## src/rtl/core/wsd_pkg.sv

```systemverilog
`default_nettype none

package wsd_pkg;

  // Parser phases.
  localparam logic [2:0] PH_HDR0    = 3'd0;
  localparam logic [2:0] PH_HDR1    = 3'd1;
  localparam logic [2:0] PH_EXTLEN  = 3'd2;
  localparam logic [2:0] PH_MASK    = 3'd3;
  localparam logic [2:0] PH_PAYLOAD = 3'd4;

  localparam int unsigned LenW = 63;

  localparam logic [6:0] LEN7_EXT16 = 7'd126;
  localparam logic [6:0] LEN7_EXT64 = 7'd127;

  // Extended length and mask key byte counts; zero wraps to mean eight bytes.
  localparam logic [2:0] EXT16_BYTES = 3'd2;
  localparam logic [2:0] EXT64_BYTES = 3'd0;
  localparam logic [2:0] MASK_BYTES  = 3'd4;

  typedef logic [7:0] byte_t;

  typedef struct packed {
    logic [7:0]      data_byte;
    logic            has_data;
    logic            fin_flag;
    logic [3:0]      frame_opcode;
    logic [LenW-1:0] payload_length;
    logic            last_in_frame;
  } result_t;

endpackage

`default_nettype wire

```

## src/rtl/core/wsd_stream_if.sv

```systemverilog
`default_nettype none

interface wsd_stream_if #(
  parameter type payload_t = logic [7:0]
);
  logic     valid;
  logic     ready;
  payload_t payload;

  modport source (output valid, output payload, input ready);
  modport sink (input valid, input payload, output ready);
endinterface

`default_nettype wire

```

## src/rtl/core/wsd_parser.sv

```systemverilog
`default_nettype none

module wsd_parser (
  input  wire logic            clk_i,
  input  wire logic            rst_ni,
  input  wire logic            step_i,
  input  wire wsd_pkg::byte_t  byte_i,
  output logic                 res_valid_o,
  output wsd_pkg::result_t     res_o
);
  import wsd_pkg::*;

  logic [2:0]      phase_q, phase_d;
  logic            fin_q, fin_d;
  logic [3:0]      opc_q, opc_d;
  logic            mask_on_q, mask_on_d;
  logic [2:0]      cnt_q, cnt_d;
  logic [LenW-1:0] len_q, len_d;
  logic [3:0][7:0] key_q, key_d;
  logic [LenW-1:0] rem_q, rem_d;
  logic [1:0]      idx_q, idx_d;

  logic       len_done;
  logic       hdr_done;
  logic       emit;
  logic [7:0] key_byte;

  always_comb begin
    phase_d   = phase_q;
    fin_d     = fin_q;
    opc_d     = opc_q;
    mask_on_d = mask_on_q;
    cnt_d     = cnt_q;
    len_d     = len_q;
    key_d     = key_q;
    rem_d     = rem_q;
    idx_d     = idx_q;
    len_done  = 1'b0;
    hdr_done  = 1'b0;
    emit      = 1'b0;
    // Key bytes are used most significant first.
    key_byte  = key_q[2'd3 - idx_q];
    res_o     = '0;

    unique case (phase_q)
      PH_HDR1: begin
        mask_on_d = byte_i[7];
        key_d     = '0;
        cnt_d     = '0;
        if (byte_i[6:0] == LEN7_EXT16 || byte_i[6:0] == LEN7_EXT64) begin
          len_d   = '0;
          cnt_d   = (byte_i[6:0] == LEN7_EXT16) ? EXT16_BYTES : EXT64_BYTES;
          phase_d = PH_EXTLEN;
        end else begin
          len_d    = {{(LenW-7){1'b0}}, byte_i[6:0]};
          len_done = 1'b1;
        end
      end
      PH_EXTLEN: begin
        // Shifting through 63 bits drops the top bit of a 64-bit length.
        len_d = {len_q[LenW-9:0], byte_i};
        cnt_d = cnt_q - 3'd1;
        if (cnt_d == '0) begin
          len_done = 1'b1;
        end
      end
      PH_MASK: begin
        key_d = {key_q[2:0], byte_i};
        cnt_d = cnt_q + 3'd1;
        if (cnt_d == MASK_BYTES) begin
          cnt_d    = '0;
          hdr_done = 1'b1;
        end
      end
      PH_PAYLOAD: begin
        idx_d = idx_q + 2'd1;
        rem_d = rem_q - {{(LenW-1){1'b0}}, 1'b1};
        emit  = 1'b1;
        res_o.data_byte     = byte_i ^ key_byte;
        res_o.has_data      = 1'b1;
        res_o.last_in_frame = (rem_d == '0);
        if (rem_d == '0) begin
          phase_d = PH_HDR0;
        end
      end
      default: begin
        fin_d   = byte_i[7];
        opc_d   = byte_i[3:0];
        phase_d = PH_HDR1;
      end
    endcase

    if (len_done) begin
      if (mask_on_d) begin
        cnt_d   = '0;
        phase_d = PH_MASK;
      end else begin
        hdr_done = 1'b1;
      end
    end

    if (hdr_done) begin
      if (len_d == '0) begin
        // An empty frame still yields one marker transaction.
        emit                = 1'b1;
        res_o.last_in_frame = 1'b1;
        phase_d             = PH_HDR0;
      end else begin
        rem_d   = len_d;
        idx_d   = '0;
        phase_d = PH_PAYLOAD;
      end
    end

    res_o.fin_flag       = fin_q;
    res_o.frame_opcode   = opc_q;
    res_o.payload_length = len_d;
  end

  assign res_valid_o = step_i && emit;

  always_ff @(posedge clk_i or negedge rst_ni) begin
    if (!rst_ni) begin
      phase_q   <= PH_HDR0;
      fin_q     <= 1'b0;
      opc_q     <= '0;
      mask_on_q <= 1'b0;
      cnt_q     <= '0;
      len_q     <= '0;
      key_q     <= '0;
      rem_q     <= '0;
      idx_q     <= '0;
    end else if (step_i) begin
      phase_q   <= phase_d;
      fin_q     <= fin_d;
      opc_q     <= opc_d;
      mask_on_q <= mask_on_d;
      cnt_q     <= cnt_d;
      len_q     <= len_d;
      key_q     <= key_d;
      rem_q     <= rem_d;
      idx_q     <= idx_d;
    end
  end

  a_marker_empty: assert property (@(posedge clk_i) disable iff (!rst_ni)
    res_valid_o && !res_o.has_data |->
      res_o.last_in_frame && res_o.data_byte == '0 && res_o.payload_length == '0)
    else $error("empty-frame marker carries data");

  a_payload_has_length: assert property (@(posedge clk_i) disable iff (!rst_ni)
    phase_q == PH_PAYLOAD |-> rem_q != '0 && len_q != '0)
    else $error("payload phase with nothing left to receive");

  a_phase_known: assert property (@(posedge clk_i) disable iff (!rst_ni)
    phase_q <= PH_PAYLOAD)
    else $error("parser phase left the defined codes");

endmodule

`default_nettype wire

```

## src/rtl/core/websocket_frame_deframer.sv

```systemverilog
// WebSocket frame deframer: takes the raw stream one byte per transaction
// and returns one transaction per payload byte, unmasked, tagged with the
// frame's FIN bit, opcode and 63-bit length, with the final byte marked;
// an empty frame returns a single marker with has_data low. Other header
// and mask key bytes return nothing. The block accepts one byte every cycle
// unless the receiver stalls: an input register feeds the header/payload
// parser, whose state update loads the output register. A stalled receiver
// holds the parser, so once both registers are full the input stalls in the
// same cycle. No clearing pass is needed after reset.
`default_nettype none

module websocket_frame_deframer (
  input  wire logic   clk_i,
  input  wire logic   rst_ni,
  wsd_stream_if.sink   byte_in,
  wsd_stream_if.source frame_out
);
  import wsd_pkg::*;

  logic    in_vld_q;
  byte_t   in_byte_q;
  logic    out_vld_q;
  result_t out_q;

  logic    advance;
  logic    step;
  logic    res_valid;
  result_t res;

  assign advance       = !out_vld_q || frame_out.ready;
  assign step          = in_vld_q && advance;
  assign byte_in.ready = !in_vld_q || advance;

  always_ff @(posedge clk_i or negedge rst_ni) begin
    if (!rst_ni) begin
      in_vld_q <= 1'b0;
    end else if (byte_in.ready) begin
      in_vld_q <= byte_in.valid;
    end
  end

  always_ff @(posedge clk_i) begin
    if (byte_in.ready && byte_in.valid) begin
      in_byte_q <= byte_in.payload;
    end
  end

  wsd_parser u_parser (
    .clk_i       (clk_i),
    .rst_ni      (rst_ni),
    .step_i      (step),
    .byte_i      (in_byte_q),
    .res_valid_o (res_valid),
    .res_o       (res)
  );

  always_ff @(posedge clk_i or negedge rst_ni) begin
    if (!rst_ni) begin
      out_vld_q <= 1'b0;
    end else if (advance) begin
      out_vld_q <= res_valid;
    end
  end

  always_ff @(posedge clk_i) begin
    if (res_valid) begin
      out_q <= res;
    end
  end

  assign frame_out.valid   = out_vld_q;
  assign frame_out.payload = out_q;

  a_in_hold: assert property (@(posedge clk_i) disable iff (!rst_ni)
    in_vld_q && !advance |=> in_vld_q && $stable(in_byte_q))
    else $error("input register lost a byte while stalled");

  a_res_loaded: assert property (@(posedge clk_i) disable iff (!rst_ni)
    res_valid |=> out_vld_q)
    else $error("parser result not captured");

  a_res_only_on_step: assert property (@(posedge clk_i) disable iff (!rst_ni)
    res_valid |-> in_vld_q && advance)
    else $error("result produced without a byte");

endmodule

`default_nettype wire
```

## src/flat_wrapper.sv

```systemverilog
// flat-port wrapper written by rule: the top's interface ports become plain ports
module websocket_frame_deframer_flat import wsd_pkg::*;
  (clk_i, rst_ni, byte_in_valid, byte_in_payload, byte_in_ready, frame_out_valid, frame_out_payload, frame_out_ready);
  wsd_stream_if byte_in_i ();
  wsd_stream_if frame_out_i ();
  input  wire logic clk_i;
  input  wire logic rst_ni;
  input wire logic [$bits(byte_in_i.valid)-1:0] byte_in_valid;
  input wire logic [$bits(byte_in_i.payload)-1:0] byte_in_payload;
  output wire logic [$bits(byte_in_i.ready)-1:0] byte_in_ready;
  output wire logic [$bits(frame_out_i.valid)-1:0] frame_out_valid;
  output wire logic [$bits(frame_out_i.payload)-1:0] frame_out_payload;
  input wire logic [$bits(frame_out_i.ready)-1:0] frame_out_ready;
  assign byte_in_i.valid = byte_in_valid;
  assign byte_in_i.payload = byte_in_payload;
  assign byte_in_ready = byte_in_i.ready;
  assign frame_out_valid = frame_out_i.valid;
  assign frame_out_payload = frame_out_i.payload;
  assign frame_out_i.ready = frame_out_ready;
  websocket_frame_deframer u_core (.clk_i(clk_i), .rst_ni(rst_ni), .byte_in(byte_in_i), .frame_out(frame_out_i));
endmodule
```

## config.mk

```make
export PLATFORM = sky130hd
export DESIGN_NAME = websocket_frame_deframer_flat
export DESIGN_NICKNAME = d
export VERILOG_FILES = /design/src/rtl/core/wsd_pkg.sv /design/src/rtl/core/wsd_stream_if.sv /design/src/rtl/core/wsd_parser.sv /design/src/rtl/core/websocket_frame_deframer.sv /design/src/flat_wrapper.sv
export SDC_FILE = /design/constraint.sdc
export NUM_CORES = 1
export LEC_CHECK = 0
export ABC_AREA = 1
export BUFFER_PORTS_ARGS = -buffer_cell sky130_fd_sc_hd__buf_2
export CAP_MARGIN = 30
export CORE_MARGIN = 2
export CORE_UTILIZATION = 40
export CTS_CLUSTER_DIAMETER = 30
export DETAILED_ROUTE_END_ITERATION = 10
export PLACE_DENSITY_LB_ADDON = 0.08
export REMOVE_ABC_BUFFERS = 1
export SLEW_MARGIN = 20
export SYNTH_ARGS = -nofsm -noshare
export SYNTH_HDL_FRONTEND = slang
export SYNTH_HIERARCHICAL = 1
export SYNTH_SLANG_ARGS = --single-unit
```

## constraint.sdc

```tcl
create_clock -name clk_i -period 3.1 [get_ports clk_i]
set_input_delay 0.62 -clock clk_i [delete_from_list [all_inputs] [get_ports clk_i]]
set_output_delay 0.62 -clock clk_i [all_outputs]
set_load 0.005 [all_outputs]
```

==> flow_metrics.env <==
export IMPL_status="complete, no violations"
export IMPL_grt_pass1_wl_um=61050
export IMPL_antenna_found_initial=0
export IMPL_portBuffers=21
export IMPL_worstSkewPairLatency_ns=0.45
export IMPL_rsz0062_at_grt="false"
export IMPL_tritoncts="built"
export IMPL_cts_buffer_depth=2
export IMPL_drcViolationCount=0
export IMPL_area_growth_pct=11.98
export IMPL_antenna_cells=0
export IMPL_gp_congestion=0.9398
export IMPL_ant_nets=0
export IMPL_cts_sinks=151
export IMPL_required_ns=3.44
export IMPL_initialDrtViolationCount=1060
export IMPL_grt_max_degree=154
export IMPL_leakage_nw=5.834
export IMPL_ir_drop_uv=698.6
export IMPL_grt_util_all_layers_pct=28.26
export IMPL_die_w_um=168.6
export IMPL_fin_ws_ns=0.1497
export IMPL_arrival_ns=3.29
export IMPL_drt_wl_total_um=39670
export IMPL_fin_skew_ns=0.01681
export IMPL_routed_via_density=5.273
export IMPL_synth_area_um2=10830
export IMPL_drtPass1Iterations=5
export IMPL_setup_tns_ns=0
export IMPL_fmax_mhz=339.0
export IMPL_ys_warn_count=6
export IMPL_die_area_um2=28410
export IMPL_htreeDepth=4
export IMPL_dp_slack_ns=0.05110
export IMPL_worst_pin_slew_ns=0.7609
export IMPL_maxCapViolCount=0
export IMPL_slowest_delay_ns=0.49
export IMPL_hold_class="in2async"
export IMPL_grt_ovfl_total=0
export IMPL_path_delay_family="simple AND/OR/NAND/NOR gates"
export IMPL_top_usage_layer="met2"
export IMPL_report_final_hold_viol_count=0
export IMPL_layout_cells_non_filler=2069
export IMPL_cts_buffers=17
export IMPL_wl_per_cell_um=19.18
export IMPL_maxSlewViolCount=0
export IMPL_final_setup_viol_count=0
export IMPL_clockRootBuffer="clkbuf_16"
export IMPL_criticalPathCategory="reg2reg"
export IMPL_grt_pass1_vias=10313
export IMPL_drive_above_1_share_pct=8.160
export IMPL_start_util_pct=40.42
export IMPL_worstPathCellList="nor2_8 > nand2_4 > buf_4 > o22ai_1 > nor2_1 > nand3_1 > nor2_1 > nand2_1 > nor2_1 > nand2_2 > buf_12 > nand3_1 > nand3_1 > nand2_1"
export IMPL_cp_max_fo=64
export IMPL_die_y_um=168.6
export IMPL_rows=60
export IMPL_period_share_pct=95.17
export IMPL_synthCells=1703
export IMPL_cp_slowest_cell="dfrtp_1"
export IMPL_synth_avg_cell_area_um2=6.360
export IMPL_grt_util_met3_pct=2.946
export IMPL_dp_hpwl_um=29770
export IMPL_nets=1733
export IMPL_critPathBufInv=2
export IMPL_p_per_area_nw_per_um2=1125
export IMPL_start_kind="register"
export IMPL_ctsHoldBuffers=0
export IMPL_slew_headroom_pct=49.27
export IMPL_use_met2_pct=43.35
export IMPL_boundaryPins=22
export IMPL_num_vias=10909
export IMPL_post_place_cells=2034
export IMPL_cp_end_kind="register"
export IMPL_core_area_um2=26800
export IMPL_path_clk_slew_ns=0.08
export IMPL_period_minus_slack_ns=2.950
export IMPL_use_met1_pct=42.44
## layout by cell type (no fill, tap or decap), types with 2 or more instances in the layout
master / instances
xor2_1: 25
clkinv_8: 2
inv_1: 177
inv_8: 3
nand2_1: 564
nor2_4: 2
o22ai_2: 2
a21oi_1: 11
buf_2: 20
nand3_1: 137
xnor2_1: 3
nor2_2: 4
nand2_4: 2
buf_4: 36
nor2_1: 245
nor3_1: 13
dfrtp_1: 135
and2_1: 7
o22ai_1: 56
inv_2: 19
clkbuf_16: 18
nand4_1: 10
bufinv_16: 2
nand2_2: 5
buf_12: 10
edfxtp_1: 16
inv_6: 3
nand3_2: 2
clkinv_4: 3
o21ai_0: 133
ha_1: 6
mux2i_1: 3
nand3b_1: 39
## metal layers
layer / routed length, µm / up-vias
li1: - / 5421
met1: 19540 / 5086
met2: 17360 / 369
met3: 2094 / 33
met4: 683 / 0
met5: 0 / -
## timing repair
action,in CTS,in global routing
setup endpoints to repair,0,3
buffers inserted,0,2
gates resized for setup,0,8
## stage by stage
stage	instance area (µm²)	hold slack, ns	util [%]	power [mW]
after floorplan	10420	0.3244	-	8.433
after global placement	11450	0.4676	42.72	11.17
after detailed placement	11450	0.4689	42.72	11.14
after CTS	12060	0.2134	45.01	13.44
after global routing	12130	0.2270	45.26	14.74
final	12130	0.1742	45.26	13.65
## final timing paths
kind	startpoint	cells past startpoint	end	slack (ns)
hold / removal	rst_ni	1	u_core/u_parser/rem_q[1]$_DFFE_PN0P_	0.17
setup reg to reg	u_core/u_parser/phase_q[2]$_DFFE_PN0P_	14	u_core/u_parser/rem_q[44]$_DFFE_PN0P_	0.15
setup / recovery	u_core/u_parser/phase_q[2]$_DFFE_PN0P_	14	u_core/u_parser/rem_q[44]$_DFFE_PN0P_	0.15
max in group asynchronous	rst_ni	2	u_core/u_parser/len_q[24]$_DFFE_PN0P_	2.15
min in group clk_i	byte_in_payload[4]	1	u_core/in_byte_q[4]$_DFFE_PP_	0.35
hold reg to reg	u_core/u_parser/rem_q[61]$_DFFE_PN0P_	2	u_core/u_parser/rem_q[61]$_DFFE_PN0P_	0.49
## area by class of cell
type                    count  area (µm²)
multi-input cells        1281        5886
flip-flops and latches    151        3859
repair buffers             68       606.8
well taps                 341       426.7
clock buffers              18       429.2
clock inverters            14       186.4
fillers                  2931       14670
inverters                 196       735.7
## state kept, by name, indices dropped and copies added (netlist names)
name,count
u_core/u_parser/mask_on_q,1
u_core/frame_out.valid,1
u_core/in_byte_q,8
u_core/in_vld_q,1
u_core/u_parser/cnt_q,3
u_core/frame_out.payload,8
u_core/u_parser/phase_q,3
u_core/u_parser/len_q,63
u_core/u_parser/rem_q,63
## worst register-to-register path, stage by stage, from the launching register on
cell	delay (ns)
dfrtp_1	0.49
nor2_8	0.19
nand2_4	0.14
buf_4	0.23
o22ai_1	0.46
nor2_1	0.09
nand3_1	0.08
nor2_1	0.04
nand2_1	0.10
nor2_1	0.09
nand2_2	0.11
buf_12	0.28
nand3_1	0.30
nand3_1	0.18
nand2_1	0.07
## power by group
| group | total (mW) | switching, mW | internal [mW] |
|---|---|---|---|
| Sequential | 3.53 | 0.762 | 2.76 |
| Clock | 2.25 | 1.02 | 1.23 |
| Combinational | 7.87 | 5.31 | 2.56 |
(Power assumes the default switching activity.)
